`src/rtl/rria_pkg.sv`:
```
`default_nettype none
package rria_pkg;

  localparam int ID_W = 6;
  localparam int ST_W = 2;

  localparam logic OP_ALLOC   = 1'b0;
  localparam logic OP_RELEASE = 1'b1;

  localparam logic [ST_W-1:0] STATUS_OK      = 2'd0;
  localparam logic [ST_W-1:0] STATUS_NONE    = 2'd1;
  localparam logic [ST_W-1:0] STATUS_BAD_REL = 2'd2;

  typedef enum logic [2:0] {
    S_INIT,
    S_IDLE,
    S_CHK,
    S_SCAN,
    S_RESP
  } state_t;

endpackage
`default_nettype wire

```
`src/rtl/rria_if.sv`:
```
`default_nettype none
interface rria_in_if;
  logic                      valid;
  logic                      ready;
  logic                      op;
  logic [rria_pkg::ID_W-1:0] release_id;

  modport source (output valid, output op, output release_id, input ready);
  modport sink   (input valid, input op, input release_id, output ready);
endinterface

interface rria_out_if;
  logic                      valid;
  logic                      ready;
  logic [rria_pkg::ID_W-1:0] granted_id;
  logic [rria_pkg::ST_W-1:0] status;

  modport source (output valid, output granted_id, output status, input ready);
  modport sink   (input valid, input granted_id, input status, output ready);
endinterface
`default_nettype wire

```
`src/rtl/rria_ram.sv`:
```
`default_nettype none
module rria_ram #(
  parameter int WIDTH = 1,
  parameter int DEPTH = 64
) (
  input  wire logic                     clk,
  input  wire logic                     we,
  input  wire logic [$clog2(DEPTH)-1:0] waddr,
  input  wire logic [WIDTH-1:0]         wdata,
  input  wire logic [$clog2(DEPTH)-1:0] raddr,
  output logic      [WIDTH-1:0]         rdata
);

  logic [WIDTH-1:0] mem [DEPTH];

  always_ff @(posedge clk) begin
    if (we) begin
      mem[waddr] <= wdata;
    end
    rdata <= mem[raddr];
  end

endmodule
`default_nettype wire

```
`src/rtl/round_robin_id_allocator.sv`:
```
// Release and refused allocate: the beat goes through S_CHK to S_RESP, which registers
// the result beat. Allocate: S_CHK, then S_SCAN over up to ID_COUNT-2 map entries
// for the next free id, then S_RESP; the scan reads the map RAM one entry per cycle.
// One item at a time: the next beat is taken the cycle after the result is
// registered, and the result waits while out_bus stalls.
// Reset (rst_n low, synchronous) runs a pass in S_INIT that writes every map entry.
`default_nettype none
module round_robin_id_allocator #(
  parameter int ID_COUNT = 64
) (
  input  wire logic clk,
  input  wire logic rst_n,
  rria_in_if.sink   in_bus,
  rria_out_if.source out_bus
);

  localparam int AW = $clog2(ID_COUNT);
  localparam int CW = ((AW > rria_pkg::ID_W) ? AW : rria_pkg::ID_W) + 1;
  localparam logic [AW-1:0] LAST_ID  = AW'(ID_COUNT - 1);
  localparam logic [AW-1:0] LAST_CNT = AW'(ID_COUNT - 3);

  rria_pkg::state_t state_r, state_nxt;

  logic                          op_r, op_nxt;
  logic [rria_pkg::ID_W-1:0]     rid_r, rid_nxt;
  logic [AW-1:0]                 gid_r, gid_nxt;
  logic [AW-1:0]                 cand_r, cand_nxt;
  logic [AW-1:0]                 cnt_r, cnt_nxt;
  logic [AW-1:0]                 init_r, init_nxt;
  logic [AW-1:0]                 next_free_r, next_free_nxt;
  logic                          none_left_r, none_left_nxt;
  logic [rria_pkg::ID_W-1:0]     res_id_r, res_id_nxt;
  logic [rria_pkg::ST_W-1:0]     res_st_r, res_st_nxt;
  logic                          out_valid_r, out_valid_nxt;
  logic [rria_pkg::ID_W-1:0]     out_id_r;
  logic [rria_pkg::ST_W-1:0]     out_st_r;

  logic          ram_we;
  logic [AW-1:0] ram_waddr;
  logic          ram_wdata;
  logic [AW-1:0] ram_raddr;
  logic          ram_rdata;
  logic          load_out;
  logic          rid_ok;
  logic          in_beat;

  rria_ram #(
    .WIDTH (1),
    .DEPTH (ID_COUNT)
  ) u_free_map (
    .clk   (clk),
    .we    (ram_we),
    .waddr (ram_waddr),
    .wdata (ram_wdata),
    .raddr (ram_raddr),
    .rdata (ram_rdata)
  );

  function automatic logic [AW-1:0] inc_id(input logic [AW-1:0] x);
    inc_id = (x == LAST_ID) ? AW'(1) : x + AW'(1);
  endfunction

  assign in_bus.ready       = (state_r == rria_pkg::S_IDLE);
  assign in_beat            = in_bus.valid && in_bus.ready;
  assign out_bus.valid      = out_valid_r;
  assign out_bus.granted_id = out_id_r;
  assign out_bus.status     = out_st_r;

  assign rid_ok   = (CW'(rid_r) != '0) && (CW'(rid_r) < CW'(ID_COUNT));
  assign load_out = (state_r == rria_pkg::S_RESP) && (!out_valid_r || out_bus.ready);

  always_comb begin
    state_nxt     = state_r;
    op_nxt        = op_r;
    rid_nxt       = rid_r;
    gid_nxt       = gid_r;
    cand_nxt      = cand_r;
    cnt_nxt       = cnt_r;
    init_nxt      = init_r;
    next_free_nxt = next_free_r;
    none_left_nxt = none_left_r;
    res_id_nxt    = res_id_r;
    res_st_nxt    = res_st_r;
    ram_we        = 1'b0;
    ram_waddr     = init_r;
    ram_wdata     = 1'b0;
    ram_raddr     = inc_id(cand_r);

    case (state_r)
      rria_pkg::S_INIT: begin
        ram_we    = 1'b1;
        ram_waddr = init_r;
        ram_wdata = (init_r != '0);
        init_nxt  = init_r + AW'(1);
        if (init_r == LAST_ID) begin
          state_nxt = rria_pkg::S_IDLE;
        end
      end
      rria_pkg::S_IDLE: begin
        ram_raddr = in_bus.op ? AW'(in_bus.release_id) : next_free_r;
        if (in_beat) begin
          op_nxt    = in_bus.op;
          rid_nxt   = in_bus.release_id;
          gid_nxt   = next_free_r;
          state_nxt = rria_pkg::S_CHK;
        end
      end
      rria_pkg::S_CHK: begin
        ram_raddr = inc_id(gid_r);
        if (op_r == rria_pkg::OP_ALLOC) begin
          if (none_left_r || !ram_rdata) begin
            res_id_nxt = '0;
            res_st_nxt = rria_pkg::STATUS_NONE;
            state_nxt  = rria_pkg::S_RESP;
          end else begin
            ram_we    = 1'b1;
            ram_waddr = gid_r;
            ram_wdata = 1'b0;
            cand_nxt  = inc_id(gid_r);
            cnt_nxt   = '0;
            state_nxt = rria_pkg::S_SCAN;
          end
        end else begin
          res_id_nxt = '0;
          state_nxt  = rria_pkg::S_RESP;
          if (!rid_ok || ram_rdata) begin
            res_st_nxt = rria_pkg::STATUS_BAD_REL;
          end else begin
            res_st_nxt = rria_pkg::STATUS_OK;
            ram_we     = 1'b1;
            ram_waddr  = AW'(rid_r);
            ram_wdata  = 1'b1;
            if (none_left_r) begin
              next_free_nxt = AW'(rid_r);
              none_left_nxt = 1'b0;
            end
          end
        end
      end
      rria_pkg::S_SCAN: begin
        // rdata holds the entry at cand_r; the read for the following one is in flight
        res_id_nxt = rria_pkg::ID_W'(gid_r);
        res_st_nxt = rria_pkg::STATUS_OK;
        if (ram_rdata) begin
          next_free_nxt = cand_r;
          state_nxt     = rria_pkg::S_RESP;
        end else if (cnt_r == LAST_CNT) begin
          none_left_nxt = 1'b1;
          state_nxt     = rria_pkg::S_RESP;
        end else begin
          cand_nxt = inc_id(cand_r);
          cnt_nxt  = cnt_r + AW'(1);
        end
      end
      rria_pkg::S_RESP: begin
        if (load_out) begin
          state_nxt = rria_pkg::S_IDLE;
        end
      end
      default: begin
        state_nxt = rria_pkg::S_INIT;
      end
    endcase
  end

  always_comb begin
    out_valid_nxt = out_valid_r;
    if (load_out) begin
      out_valid_nxt = 1'b1;
    end else if (out_bus.ready) begin
      out_valid_nxt = 1'b0;
    end
  end

  always_ff @(posedge clk) begin
    if (!rst_n) begin
      state_r     <= rria_pkg::S_INIT;
      init_r      <= '0;
      next_free_r <= AW'(1);
      none_left_r <= 1'b0;
      out_valid_r <= 1'b0;
    end else begin
      state_r     <= state_nxt;
      init_r      <= init_nxt;
      next_free_r <= next_free_nxt;
      none_left_r <= none_left_nxt;
      out_valid_r <= out_valid_nxt;
    end
  end

  always_ff @(posedge clk) begin
    op_r     <= op_nxt;
    rid_r    <= rid_nxt;
    gid_r    <= gid_nxt;
    cand_r   <= cand_nxt;
    cnt_r    <= cnt_nxt;
    res_id_r <= res_id_nxt;
    res_st_r <= res_st_nxt;
    if (load_out) begin
      out_id_r <= res_id_r;
      out_st_r <= res_st_r;
    end
  end

  a_beat_to_chk: assert property (@(posedge clk) disable iff (!rst_n)
    in_beat |=> (state_r == rria_pkg::S_CHK))
    else $error("accepted beat did not start a lookup");

  a_scan_not_self: assert property (@(posedge clk) disable iff (!rst_n)
    (state_r == rria_pkg::S_SCAN) |-> (cand_r != gid_r) && (cand_r != '0))
    else $error("scan candidate is the granted id or zero");

  a_scan_no_write: assert property (@(posedge clk) disable iff (!rst_n)
    (state_r == rria_pkg::S_SCAN) |-> !ram_we)
    else $error("free map written during scan");

  a_next_valid: assert property (@(posedge clk) disable iff (!rst_n)
    (state_r == rria_pkg::S_IDLE) |-> (next_free_r != '0))
    else $error("next pointer is zero");

  a_resp_hold: assert property (@(posedge clk) disable iff (!rst_n)
    (state_r == rria_pkg::S_RESP) && !load_out |=> $stable(res_st_r) && $stable(res_id_r))
    else $error("pending result changed before it was loaded");

endmodule
`default_nettype wire

```
`src/flat_wrapper.sv`:
```
// flat-port wrapper written by rule: the top's interface ports become plain ports
module round_robin_id_allocator_flat 
#(
  parameter int ID_COUNT = 64
)
  (clk, rst_n, in_bus_valid, in_bus_op, in_bus_release_id, in_bus_ready, out_bus_valid, out_bus_granted_id, out_bus_status, out_bus_ready);
  rria_in_if in_bus_i ();
  rria_out_if out_bus_i ();
  input  wire logic clk;
  input  wire logic rst_n;
  input wire logic [$bits(in_bus_i.valid)-1:0] in_bus_valid;
  input wire logic [$bits(in_bus_i.op)-1:0] in_bus_op;
  input wire logic [$bits(in_bus_i.release_id)-1:0] in_bus_release_id;
  output wire logic [$bits(in_bus_i.ready)-1:0] in_bus_ready;
  output wire logic [$bits(out_bus_i.valid)-1:0] out_bus_valid;
  output wire logic [$bits(out_bus_i.granted_id)-1:0] out_bus_granted_id;
  output wire logic [$bits(out_bus_i.status)-1:0] out_bus_status;
  input wire logic [$bits(out_bus_i.ready)-1:0] out_bus_ready;
  assign in_bus_i.valid = in_bus_valid;
  assign in_bus_i.op = in_bus_op;
  assign in_bus_i.release_id = in_bus_release_id;
  assign in_bus_ready = in_bus_i.ready;
  assign out_bus_valid = out_bus_i.valid;
  assign out_bus_granted_id = out_bus_i.granted_id;
  assign out_bus_status = out_bus_i.status;
  assign out_bus_i.ready = out_bus_ready;
  round_robin_id_allocator #(.ID_COUNT(ID_COUNT)) u_core (.clk(clk), .rst_n(rst_n), .in_bus(in_bus_i), .out_bus(out_bus_i));
endmodule
```
`config.mk`:
```
export PLATFORM = sky130hd
export DESIGN_NAME = round_robin_id_allocator_flat
export DESIGN_NICKNAME = d
export VERILOG_FILES = /design/src/rtl/rria_pkg.sv /design/src/rtl/rria_if.sv /design/src/rtl/rria_ram.sv /design/src/rtl/round_robin_id_allocator.sv /design/src/flat_wrapper.sv
export SDC_FILE = /design/constraint.sdc
export NUM_CORES = 1
export LEC_CHECK = 0
export BUFFER_PORTS_ARGS = -buffer_cell sky130_fd_sc_hd__buf_2
export CAP_MARGIN = 20
export CORE_ASPECT_RATIO = 1.5
export CORE_MARGIN = 3
export CORE_UTILIZATION = 30
export DETAILED_ROUTE_END_ITERATION = 8
export GPL_TIMING_DRIVEN = 0
export PLACE_DENSITY_LB_ADDON = 0.08
export RECOVER_POWER = 100
export SYNTH_ARGS = -nofsm -noshare
export SYNTH_HDL_FRONTEND = slang
export SYNTH_SLANG_ARGS = --single-unit
```
`constraint.sdc`:
```
create_clock -name clk -period 5.97 [get_ports clk]
set_clock_uncertainty 0.1 [all_clocks]
set_input_delay 0.597 -clock clk [delete_from_list [all_inputs] [get_ports clk]]
set_output_delay 0.597 -clock clk [all_outputs]
set_load 0.02 [all_outputs]
```
==> qor.yml <==
outcome:
  run_status: "finished, violations left"
  violations: "capacitance limit, slew limit"
drt:
  viasPerCell: 4.94
  via_count: 3851
  drtPass1Iterations: 5
  drt_iter0_markers: 267
  ant_nets: 0
  drcViolationCount: 0
  wirelength_um: 14400
  wl_per_cell_um: 18.4
setup_path:
  required_ps: 5980
  worstPathMaxFanout: 10
  arrival_ps: 4250
  critPathCaptureType: "register"
  start_kind: "register"
  path_class: "register to register"
floorplan:
  die_w_um: 120
  floorplan.rows: 62
  start_util_pct: 30.6
  core_area_mm2: 0.0192
  die_h_um: 177
  fp.dieArea_mm2: 0.0213
  io-pin-count: 21
synth:
  ys.flop_type: "edfxtp_1"
  synth-async-reset-ratio_pct: 0
  synthMostInstantiatedCell: "edfxtp_1"
  ys_types: 53
  synth-seq-cells: 123
  synth_top_area_cell: "edfxtp_1"
  synth_cells: 468
  synth.area.top_cells: "edfxtp_1, mux4_1, nor2_1"
  synth_top_area_share_pct: 53.8
  synth-edff-count: 105
  ys_seq_area_share_pct: 59.9
  synthTopCellsByCount: "edfxtp_1, nor2_1, nand2_1"
  synth_area_mm2: 0.00586
  synth_nets: 485
  yosys_warnings: 0
  avgSynthCellArea_um2: 12.5
clock_tree:
  clock-root-buffer: "clkbuf_16"
  htree_num_levels: 4
  cts_tree: "built"
  cts_sinks: 123
  clock_latency_ps: 420
  cts_setup_buffers: 0
  cts-resized-gates: 0
  cts.clk_slew.worst_paths_ps: 50
  holdBufCountCts: 0
  cts_max_path_buffers: 2
  cts_buffers: 17
cells_and_area:
  layout.nets: 528
  diodes: 0
  fillers: 1928
  largest-register: "u_core.u_free_map.mem"
  drive_gt1_share_pct: 7.63
  area_growth_pct: 16.0
  largest_register_ffs: 64
power_and_ir_drop:
  power_density_mw_per_mm2: 345
  irDropWorstVdd_mv: 0.200
  p_leak_nw: 2.32
  power.total_w: 0.00235
placement:
  gp_congestion: 0.831
  io_buffers: 20
  dp_hpwl_um: 10200
global_route:
  grt.total_usage_pct: 14.2
  grt-ovfl-total: 0
  grt_max_degree: 65
  met2_usage_pct: 25.9
  grt.busiest_layer: "met2"
  grtUsageMet3_pct: 3.01
  grt_pass1_vias: 3888
  antenna_found_initial: 0
  grt_pass1_wl_um: 22200
  gr-usage-met1_pct: 15.3
timing:
  relSlewSlack_pct: -58.1
  finalCriticalPeriod_ps: 4240
  fin_crit_sh_pct: 71.0
  tightest_slew_ps: 2370
  fin_setup_tns_ps: 0
  drv_slew: 65
  setup_viol: 0
  final-hold-violation-count: 0
  fmax_mhz: 236
  rsz0062_at_grt: "false"
worst_hold_path:
  hold_class: "input port to register"
run:
  drv_cap: 1
[cell usage in the layout, fill, tap and decap left out, types with 8 or more instances in the layout]
| cell | instances |
|---|---|
| edfxtp_1 | 105 |
| a21oi_1 | 8 |
| nand3_1 | 25 |
| nor2_1 | 98 |
| o21ai_0 | 13 |
| mux4_1 | 16 |
| nand2_1 | 37 |
| clkbuf_16 | 17 |
| or3_1 | 8 |
| dfxtp_1 | 18 |
| and2_0 | 8 |
| mux2i_1 | 23 |
| clkbuf_1 | 40 |
[cells by family after synthesis]
| group | after synthesis | synth area share (%) |
|---|---|---|
| adder cells (fa/ha/maj) | 6 | 1.28 |
| XOR/XNOR | 11 | 1.64 |
| AO/OA/AOI/OAI | 55 | 7.28 |
| multiplexers | 39 | 11.1 |
| AND/OR/NAND/NOR | 208 | 16.4 |
| flip-flops | 123 | 59.9 |
| buffers and inverters | 26 | 2.37 |
[through the flow]
stage | hold slack (ps) | instance area, µm² | util, % | instances | worst slack, ps
finish | 275 | 6800 | 35.5 | 780 | 1730
global route | 260 | 6800 | 35.5 | 780 | 1350
CTS | 254 | 6880 | 35.9 | 779 | 2410
detailed placement | 306 | 6320 | 33.0 | 747 | 2280
global placement | 302 | 6280 | 32.8 | 744 | 2250
floorplan | 300 | 5860 | - | 468 | 3080
[power breakdown]
group / total [W] / switching, W / internal, W
sequential: 0.00105 / 0.0000184 / 0.00104
combinational: 0.000314 / 0.000217 / 0.0000971
clock: 0.000979 / 0.000357 / 0.000621
total: 0.00235 / 0.000592 / 0.00175
[final timing paths]
| path | endpoint | cells past startpoint | from | slack [ps] |
|---|---|---|---|---|
| hold / removal | u_core.rid_r[1] | 1 | in_bus_release_id[1] | 280 |
| setup reg to reg | u_core.u_free_map.mem[6] | 7 | u_core.state_r[2] | 1730 |
| setup / recovery | u_core.u_free_map.mem[6] | 7 | u_core.state_r[2] | 1730 |
| hold reg to reg | u_core.out_bus.granted_id[3] | 0 | u_core.res_id_r[3] | 320 |
[final cells by class]
cell class	instances	area, µm²	share of cell area, %
buffer	18	81.3	1.20
clock buffer	24	462	6.79
clock inverter	8	95.1	1.40
inverter	8	31.3	0.460
multi-input combinational	319	2200	32.3
sequential	123	3510	51.7
tap	256	320	4.71
timing repair buffer	24	95.1	1.40
[critical path: stages (launching register included)]
cell and delay (ps):
dfxtp_1 310, clkbuf_1 230, nor3b_1 1190, nand2_1 170, a222oi_1 910, nor2b_1 370
nand3_1 390, nor2_1 260
[layer usage]
layer	vias up	share of wire (%)
met1	1893	39
met4	0	3.7
met3	30	3.2
met5	-	0
li1	1843	-
met2	85	54
(Power assumes the default switching activity.)
